--- config.mk ---
export PLATFORM = sky130hd
export DESIGN_NAME = fwrl_window
export DESIGN_NICKNAME = d
export VERILOG_FILES = /design/src/rtl/core/fixed_window_rate_limiter_macros.svh /design/src/rtl/core/fwrl_pkg.sv /design/src/rtl/core/fwrl_window.sv
export SDC_FILE = /design/constraint.sdc
export NUM_CORES = 1
export LEC_CHECK = 0
export BUFFER_PORTS_ARGS = -buffer_cell sky130_fd_sc_hd__buf_2
export CELL_PAD_IN_SITES_DETAIL_PLACEMENT = 1
export CELL_PAD_IN_SITES_GLOBAL_PLACEMENT = 1
export CORE_UTILIZATION = 37
export DETAILED_ROUTE_END_ITERATION = 6
export PLACE_DENSITY = 0.95
export SYNTH_ARGS = -nofsm -noshare
export SYNTH_HDL_FRONTEND = slang
export SYNTH_SLANG_ARGS = --single-unit
--- constraint.sdc ---
create_clock -name vclk -period 11.8
set_input_delay 1.18 -clock vclk [all_inputs]
set_output_delay 1.18 -clock vclk [all_outputs]
set_load 0.01 [all_outputs]
--- src/rtl/core/fixed_window_rate_limiter_macros.svh ---
// fixed_window_rate_limiter_macros.svh: assertion macros for the rate limiter RTL.
// Expects clk and rst_n in the scope of use; no other dependencies.
`ifndef FIXED_WINDOW_RATE_LIMITER_MACROS_SVH
`define FIXED_WINDOW_RATE_LIMITER_MACROS_SVH
`ifndef SYNTHESIS
`define FWRL_ASSERT(lbl, prop, msg) \
  lbl: assert property (@(posedge clk) disable iff (!rst_n) (prop)) else $error(msg);
`define FWRL_ASSERT_NEXT(lbl, pre, post, msg) \
  lbl: assert property (@(posedge clk) disable iff (!rst_n) (pre) |=> (post)) else $error(msg);
`else
`define FWRL_ASSERT(lbl, prop, msg)
`define FWRL_ASSERT_NEXT(lbl, pre, post, msg)
`endif
`endif

--- src/rtl/core/fwrl_pkg.sv ---
// fwrl_pkg: field widths, register indexes, reset values and slot/result types
// for the fixed-window rate limiter. No dependencies.
package fwrl_pkg;

  localparam int ID_W    = 32;
  localparam int TIME_W  = 32;
  localparam int CFG_W   = 16;
  localparam int COUNT_W = 17;
  localparam int CFG_IDX_W = 2;

  localparam logic [COUNT_W-1:0] COUNT_MAX = {COUNT_W{1'b1}};

  // register indexes on the configuration port
  localparam logic [CFG_IDX_W-1:0] CFG_IDX_MAX = 2'd0;
  localparam logic [CFG_IDX_W-1:0] CFG_IDX_WIN = 2'd1;

  localparam logic [CFG_W-1:0] MAX_RESET = 16'd10;
  localparam logic [CFG_W-1:0] WIN_RESET = 16'd60;

  typedef struct packed {
    logic [TIME_W-1:0]  start;
    logic [COUNT_W-1:0] count;
  } slot_entry_t;

  localparam int ENTRY_W = $bits(slot_entry_t);

  typedef struct packed {
    logic               allowed;
    logic [COUNT_W-1:0] count;
  } result_t;

endpackage

--- src/rtl/core/fwrl_window.sv ---
// fwrl_window: window restart, saturating count and allow decision for one slot.
// Depends on fwrl_pkg for slot_entry_t and result_t.
module fwrl_window (
  input  fwrl_pkg::slot_entry_t       entry_i,
  input  logic [fwrl_pkg::TIME_W-1:0] now_i,
  input  logic [fwrl_pkg::CFG_W-1:0]  max_i,
  input  logic [fwrl_pkg::CFG_W-1:0]  win_i,
  output fwrl_pkg::slot_entry_t       entry_o,
  output fwrl_pkg::result_t           res_o
);
  import fwrl_pkg::*;

  logic [TIME_W-1:0]  elapsed;
  logic               restart;
  logic [COUNT_W-1:0] base;
  logic [COUNT_W-1:0] cnt;

  // modulo 2^32: a time before the window start reads as a huge elapsed value
  assign elapsed = now_i - entry_i.start;
  assign restart = elapsed > TIME_W'(win_i);
  assign base    = restart ? '0 : entry_i.count;
  assign cnt     = (base == COUNT_MAX) ? base : base + COUNT_W'(1);

  assign entry_o.start = restart ? now_i : entry_i.start;
  assign entry_o.count = cnt;
  assign res_o.allowed = cnt <= COUNT_W'(max_i);
  assign res_o.count   = cnt;

endmodule
After elaboration in Yosys (flattened, before gate mapping)
Cells that the tools add are included.

word-level totals
  word-level logic and storage cells = 8
  memory bits (writable) = 0
  memories = 0
  bits in registers = 0
  bits in read-only memories = 0
  output and inout bits = 67
  bits of input ports = 113
  latch bits = 0

cells by class
  mux-type cells = 3
  $add $sub $neg = 2
  div/mod/pow operators = 0
  bitwise operators = 0
  magnitude comparators = 2
  eq/ne operators = 1
  $mul = 0
  reduce and logical (&&, ||, !) cells = 0
  shift operators = 0

operators with widths
  kind                   number
  $mux 17                2
  $gt 32x16->1           1
  $mux 32                1
  $sub 32x32->32         1
  $add 17x1->17 const B  1
  $eq 17x17->1 const B   1
  $le 17x16->1           1

Logic depth before layout (Yosys ltp)
Gate-level depths: netlist (run 1).

  word-level depth = 6
  depth in mapped cells = 40
  gate-level depth less buffers = 37

Worst setup path before layout (run 1)
No wires, ideal clock.

  path type = input -> output
  start point = in now_i[0] (netlist bit)
  end point = out res_o[17] (netlist bit)
  arrival = 7907 ps
  slack = 2713 ps
  required time = 10620 ps
  buffers on the path = 2
  stages on the path = 38
  path through = inv_1 -> ha_1 -> fa_1 -> nand2b_1 -> a21oi_2 -> o41a_1 -> a31oi_4 -> xnor2_1 -> ha_1 -> nand4_1 -> nor3_1 -> nand2_1 -> o311ai_0 -> nand3_1 -> nor3_1 -> nand4_1 -> nor4b_4 -> nand3_2 -> [... 2 more ...] -> nor2_1 -> ha_1 -> nand4_1 -> or3_1 -> nor2_1 -> and4_1 -> mux2_2 -> ha_1 -> nor2b_1 -> o21a_1 -> o21a_1 -> o21ai_0 -> nand2b_1 -> a21oi_1 -> o21ai_0 -> a221oi_1 -> o21ai_0 -> a2bb2oi_1

RTL lines
  item                RTL line          source
  start: declaration  fwrl_window.sv:5  input logic [fwrl_pkg::TIME_W-1:0] now_i,
  end: declaration    fwrl_window.sv:9  output fwrl_pkg::result_t res_o

==> results of run 1 <==
## cells by family (layout without fill, tap and decap cells)
group,count (synthesis),count (layout),share of synthesized area (%)
mux,36,36,12.9
simple gates,180,180,22.7
fa+ha+maj,65,65,20.4
xor+xnor,39,39,8.50
buf+inv,114,254,13.5
compound gates,134,134,21.9
## report_power, final
| group | internal (W) | switching (W) | leakage [nW] | total [W] |
|---|---|---|---|---|
| combinational | 0.0000926 | 0.000121 | 2.74 | 0.000214 |
| sequential | 0 | 0 | 0 | 0 |
| clock | 0 | 0 | 0 | 0 |
## layout by cell type (no fill, tap or decap), types with 5 or more instances in the layout
master      n
nand3_1    19
a21o_1     12
mux2_4     31
o211ai_1    5
o21ai_1     5
and2_1      5
xnor2_1    20
nor2_1     54
o21a_1      9
nand2b_1    8
nor3_1     10
xor2_1     19
o21ai_0    21
ha_1       64
a31oi_1     8
nor2b_1     7
o31ai_1     5
inv_1      73
nand2_1    36
buf_2     180
nand4_1    21
a21oi_1    40
## routing by layer
metal  track usage [%]  vias to the layer above  routed length, um
li1                  -                     2263                  -
met1              27.3                     2187               5850
met2              45.5                      167               6930
met3             0.736                        8                567
met4              1.79                        0                 70
met5                 0                        -                  0
## tightest hold or removal path, cell delays in order
cell	delay, ns
buf_2	0.09
mux2_4	0.12
buf_2	0.12
## final cells by class
| cell class | instances | area, sq um |
|---|---|---|
| timing repair buffer | 181 | 908 |
| fill | 1465 | 5590 |
| tap | 136 | 170 |
| inverter | 73 | 274 |
| multi-input combinational | 454 | 3480 |
## worst max-delay path by stage
stage,endpoint,slack [ns],cells after the start
floorplan,res_o[17],2.71,38
global placement,res_o[17],2.17,38
detailed placement,res_o[17],1.74,38
CTS,res_o[17],1.72,38
global route,res_o[17],1.09,39
finish,res_o[17],1.72,38
## cell usage after synthesis, types with 18 or more instances
| master | number |
|---|---|
| buf_4 | 18 |
| nand2_1 | 36 |
| a21oi_1 | 40 |
| xor2_1 | 19 |
| nand3_1 | 19 |
| xnor2_1 | 20 |
| nand4_1 | 21 |
| inv_1 | 73 |
| o21ai_0 | 21 |
| ha_1 | 64 |
| nor2_1 | 54 |
| mux2_4 | 31 |
## metrics by stage
stage / cells / hold WS, ns / area [sq um] / power (W) / setup slack [ns]
4_1_cts: 844 / 2.69 / 4830 / 0.000212 / 1.72
3_3_place_gp: 844 / 2.68 / 4830 / 0.000200 / 2.17
5_1_grt: 844 / 2.70 / 4830 / 0.000234 / 1.09
6_report: 844 / 2.69 / 4830 / 0.000214 / 1.72
3_5_place_dp: 844 / 2.69 / 4830 / 0.000210 / 1.74
2_1_floorplan: 568 / 2.49 / 4020 / 0.000145 / 2.71
==> impl_metrics.ini, run 1 <==
[timing]
min_period_ns = 10.08
tns_ns = 0
slew_violations = 0
rsz0062_at_grt = false
hold_viol = 0
slew_headroom_pct = 48.9
fmax_mhz = 99.2
finalSetupViolations = 0
worst_slew_pin_slew_ns = 0.767
timing.final.crit_share_pct = 85.4

[global_route]
grt_pass1_wl_mm = 21.5
grt_overflow_total = 0
grt_max_degree = 50
antenna_found_initial = 0
grtUsageTotal_pct = 22.7
grt_pass1_vias = 4634

[setup_path]
start_kind = input pin
cp.required_ns = 10.62
criticalPathCategory = input pin to primary output
critPathMaxFanout = 49
cp-end-kind = primary output
cpPeakStageDelay_ns = 0.44
crit_buf_inv = 3
critPathLaunch = entry_i[17]
crit_path_frequent_cell = ha_1
critPathSlowestCell = or3_1
arrival_ns = 8.90
crit_family = simple AND/OR/NAND/NOR gates

[layout]
finalNetCount = 888
area_growth_pct = 20.1
seqCellArea_sq_um = 0
clock_buffers = 0
drive_above_1_share_pct = 32.5
seq_cells = 0
antenna_cells = 0
finalCoreUtilization_pct = 46.4

[synthesis]
yosys.area.top_type = ha_1
synth_area_leaders = ha_1 (20%), mux2_4 (12%), inv_1 (6.8%)
syn-num-nets = 746
syn_area_sq_um = 4020
synth.distinct_cells = 60
syn_inst = 568
synth_top_area_share_pct = 19.9
postSynthAreaPerCell_sq_um = 7.08
synth_warnings = 0
seq_area_frac_synth_pct = 0

[clocking]
cts_resized = 0
cts_setup_buffers = 0
hold_buffers = 0

[die]
die_h_um = 106
rows = 37
start_util_pct = 38.6
core_area_sq_um = 10400
boundaryPins = 180
die_x_um = 106
die_area_sq_um = 11300

[pwr]
power_density_nw_per_um2 = 44.3
ir_drop_v = 0.0000198
leakagePower_nw = 2.74

[worst_hold_path]
hold_start = entry_i[19]
hold_depth = 3
min_to = entry_o[19]
holdCritPathClass = input pin to primary output

[flow_run]
max_cap_violations = 0

[run_status]
outcome = complete, no violations

[drt]
ant_nets = 0
wl_per_cell_um = 15.9
vias = 4625
viasPerCell = 5.48
first_pass_iters = 4
wirelength_mm = 13.4
drt_iter0_markers = 197
drcViolationCount = 0

[placement]
dp_hpwl_mm = 11.8
port_buffers = 180
place_congestion = 0.969
No activity file was read; power rests on OpenSTA's default activity.
==> run 2, diff against run 1 <==
Settings changed: CORE_ASPECT_RATIO set to 0.9.
==> run 2 against run 1 <==
Against the previous run: the flow now finishes with violations (DRC); worst setup slack improved by 0.36 ns; routed wire length grew 0.51%; die area about the same; clock-buffer cell count is the same; critical path depth decreased by 1; non-clock buffer count unchanged; sequential share of layout area is the same; utilization up 0.083 points; hold slack about the same; largest power group unchanged.
==> impl_metrics.ini, run 2 (synthesis results as in run 1) <==
[run_status]
outcome = finished, violations left
failed_checks = DRC

[pwr]
power_density_nw_per_um2 = 44.2
leakagePower_nw = 2.74
ir_drop_v = 0.0000198

[worst_hold_path]
holdCritPathClass = input pin to primary output

[die]
die_area_sq_um = 11300
start_util_pct = 38.7
core_area_sq_um = 10400
die_x_um = 112
boundaryPins = 180
die_h_um = 101
rows = 35

[layout]
multi_input_area_sq_um = 3480
nFillCells = 1442
clock_buffers = 0
layout.cells.non_filler = 837
antenna_cells = 0
seq_cells = 0
seqCellArea_sq_um = 0
final_common_cell = buf_2
drive_above_1_share_pct = 32.5
area_growth_pct = 19.9
layout_common_cells = buf_2 (180), inv_1 (73), ha_1 (64), nor2_1 (54), a21oi_1 (40)
finalNetCount = 888
finalCoreUtilization_pct = 46.4
finalInstanceArea_sq_um = 4820

[timing]
rsz0062_at_grt = false
slew_headroom_pct = 47.2
min_period_ns = 9.72
slew_violations = 0
finalSetupViolations = 0
fmax_mhz = 103
hold_viol = 0
worst_slew_pin_slew_ns = 0.792
timing.final.crit_share_pct = 82.4
tns_ns = 0

[setup_path]
criticalPathCategory = input pin to primary output
arrival_ns = 8.54
critPathMaxFanout = 6
crit_buf_inv = 2
start_kind = input pin
cp.required_ns = 10.62
cp-end-kind = primary output
cpPeakStageDelay_ns = 0.44
critPathSlowestCell = or3_1
crit_path_frequent_cell = ha_1
crit_family = simple AND/OR/NAND/NOR gates

[placement]
dp_hpwl_mm = 12.0
port_buffers = 180
postPlaceCellArea_sq_um = 4820
placed_cells = 837
place_congestion = 0.953

[drt]
vias = 4553
viasPerCell = 5.44
wirelength_mm = 13.5
drt_iter0_markers = 257
wl_met1_mm = 5.82
first_pass_iters = 7
top_layer = met4
wl_per_cell_um = 16.1
wl_met2_mm = 6.83
routed-wl-met3_um = 720
ant_nets = 0
drcViolationCount = 18

[clocking]
cts_setup_buffers = 0
cts_resized = 0
hold_buffers = 0

[global_route]
grt_pass1_vias = 4759
grtUsageTotal_pct = 23.5
antenna_found_initial = 0
grt_pass1_wl_mm = 22.1
grt_overflow_total = 0
grt_max_degree = 49

[flow_run]
max_cap_violations = 0
[run 2: cell counts in the layout (fill, tap and decap cells not counted)]
Identical to the previous run, type by type.
[run 2: path summary, 6_finish.rpt]
check / endpoint / depth (start not counted) / slack (ns) / start
worst min-delay path: entry_o[43] / 3 / 2.69 / entry_i[43]
worst max-delay path: res_o[17] / 37 / 2.08 / entry_i[17]
[run 2: final cells by class]
class              instances  share of cell area (%)
well taps                129                    3.35
repair buffers           181                    18.8
multi-input cells        454                    72.1
inverters                 73                    5.69
[run 2: through the flow]
step,total power [W],setup WS (ns),hold WS [ns]
2_1_floorplan,0.000145,2.71,2.49
3_3_place_gp,0.000203,2.52,2.68
3_5_place_dp,0.000212,2.10,2.69
4_1_cts,0.000213,2.06,2.69
5_1_grt,0.000237,1.46,2.70
6_report,0.000213,2.08,2.69
[run 2: per-layer routing]
| layer | track usage [%] | up-vias |
|---|---|---|
| met4 | 2.18 | 0 |
| met1 | 27.9 | 2127 |
| met3 | 1.20 | 8 |
| li1 | - | 2264 |
| met2 | 47.6 | 154 |
| met5 | 0 | - |
[run 2: power breakdown]
part / internal, W / total [W] / switching, W
clock network: 0 / 0 / 0
registers: 0 / 0 / 0
logic: 0.0000923 / 0.000213 / 0.000121
==> run 3, diff against run 2 <==
Settings changed: CORE_UTILIZATION 37 to 31, PLACE_DENSITY 0.95 to 0.88.
Clock period 11.8 ns to 8.94 ns, I/O delays scaled along.
==> run 3 against run 2 <==
Against the previous run: the run still ends with DRC left; die area increased by 19%; cell area increased by 5.1%; global-route usage decreased by 4.6 points; sequential share of layout area unchanged; critical path type unchanged.
==> impl_metrics.ini, run 3 (synthesis results as in run 1) <==
[run_status]
outcome = finished, violations left
failed_checks = DRC

[global_route]
grt_pass1_vias = 4434
grt_util_met2_pct = 35.6
antenna_found_initial = 0
grtUsageTotal_pct = 18.8
grt_pass1_wl_mm = 20.9
globalRouteMet3Util_pct = 1.54
top_usage_layer = met2
gr-usage-met1_pct = 23.7
grt_overflow_total = 0
grt_max_degree = 49

[setup_path]
critPathMaxFanout = 4
cp-end-kind = primary output
critPathSlowestCell = or3_4
start_kind = input pin
arrival_ns = 7.70
crit_buf_inv = 2
crit_family = simple AND/OR/NAND/NOR gates
cp.required_ns = 8.05
criticalPathCategory = input pin to primary output
cpPeakStageDelay_ns = 0.40

[worst_hold_path]
min_to = entry_o[40]
hold_depth = 3
holdCritPathClass = input pin to primary output
hold_start = entry_i[40]

[timing]
finalSetupViolations = 0
min_period_ns = 8.59
tns_ns = 0
timing.final.crit_share_pct = 96.1
slew_violations = 0
fmax_mhz = 116
worst_slew_pin_slew_ns = 0.780
hold_viol = 0
slew_headroom_pct = 48.0

[drt]
first_pass_iters = 6
vias = 4554
drt_iter0_markers = 118
wirelength_mm = 13.6
ant_nets = 0
wl_per_cell_um = 15.4
viasPerCell = 5.18
drcViolationCount = 2

[layout]
drive_above_1_share_pct = 36.2
clock_buffers = 0
seq_cells = 0
seqCellArea_sq_um = 0
final_common_cell = buf_2
layout.cells.non_filler = 879
finalNetCount = 895
multi_input_area_sq_um = 3620
nFillCells = 1669
layout_common_cells = buf_2 (180), inv_1 (73), ha_1 (56), nor2_1 (53)
antenna_cells = 0
area_growth_pct = 26.0
finalCoreUtilization_pct = 39.9

[die]
rows = 39
die_h_um = 110
die_area_sq_um = 13400
core_area_sq_um = 12700
boundaryPins = 180
start_util_pct = 31.7
die_x_um = 122

[placement]
port_buffers = 180
dp_hpwl_mm = 11.5
placed_cells = 874
place_congestion = 0.895

[pwr]
total_power_w = 0.000294
leakagePower_nw = 2.78
ir_drop_v = 0.0000182
power_density_nw_per_um2 = 58.0

[flow_run]
max_cap_violations = 0
[run 3: final cells by class]
class	instances	area share, %
inverter	73	5.41
multi-input combinational	454	71.6
tap	164	4.05
timing repair buffer	188	19.0
[run 3: report_power, final]
part | internal (W) | switching, W
Clock | 0 | 0
Sequential | 0 | 0
Combinational | 0.000131 | 0.000163
Total | 0.000131 | 0.000163
[run 3: tightest hold or removal path, delay by kind of cell]
kind,cells,cell delay (ns)
mux,1,0.12
buf+inv,2,0.20
[run 3: layer usage]
metal	vias to the layer above	share of wire, %	wire length, um
met5	-	0	0
met4	0	1.4	188
met3	16	5.7	776
met2	153	49	6620
met1	2100	44	5990
li1	2285	-	-
[run 3: worst max-delay path by stage]
stage	startpoint	endpoint	slack, ns	cells after the start
floorplan	now_i[0]	res_o[17]	0.42	38
global placement	entry_i[17]	res_o[17]	0.26	37
detailed placement	entry_i[17]	res_o[17]	-0.07	37
CTS	entry_i[17]	res_o[17]	0.08	38
global route	entry_i[18]	res_o[17]	-0.10	39
finish	entry_i[17]	res_o[17]	0.35	38
[run 3: timing repair]
action                                  4_1_cts  5_1_grt
hold buffers                                  0        0
gates resized for setup                       2       29
gates cloned                                  0        0
pin swaps                                     4        9
setup buffers                                 3        2
endpoints found under the setup margin        1        1
[run 3: stage by stage]
| stage | cell area (sq um) | hold WS (ns) | setup slack [ns] |
|---|---|---|---|
| 2_1_floorplan | 4020 | 1.92 | 0.425 |
| 3_3_place_gp | 4880 | 2.11 | 0.257 |
| 3_5_place_dp | 4880 | 2.11 | -0.0727 |
| 4_1_cts | 4910 | 2.11 | 0.0817 |
| 5_1_grt | 5060 | 2.13 | -0.101 |
| 6_report | 5060 | 2.11 | 0.348 |
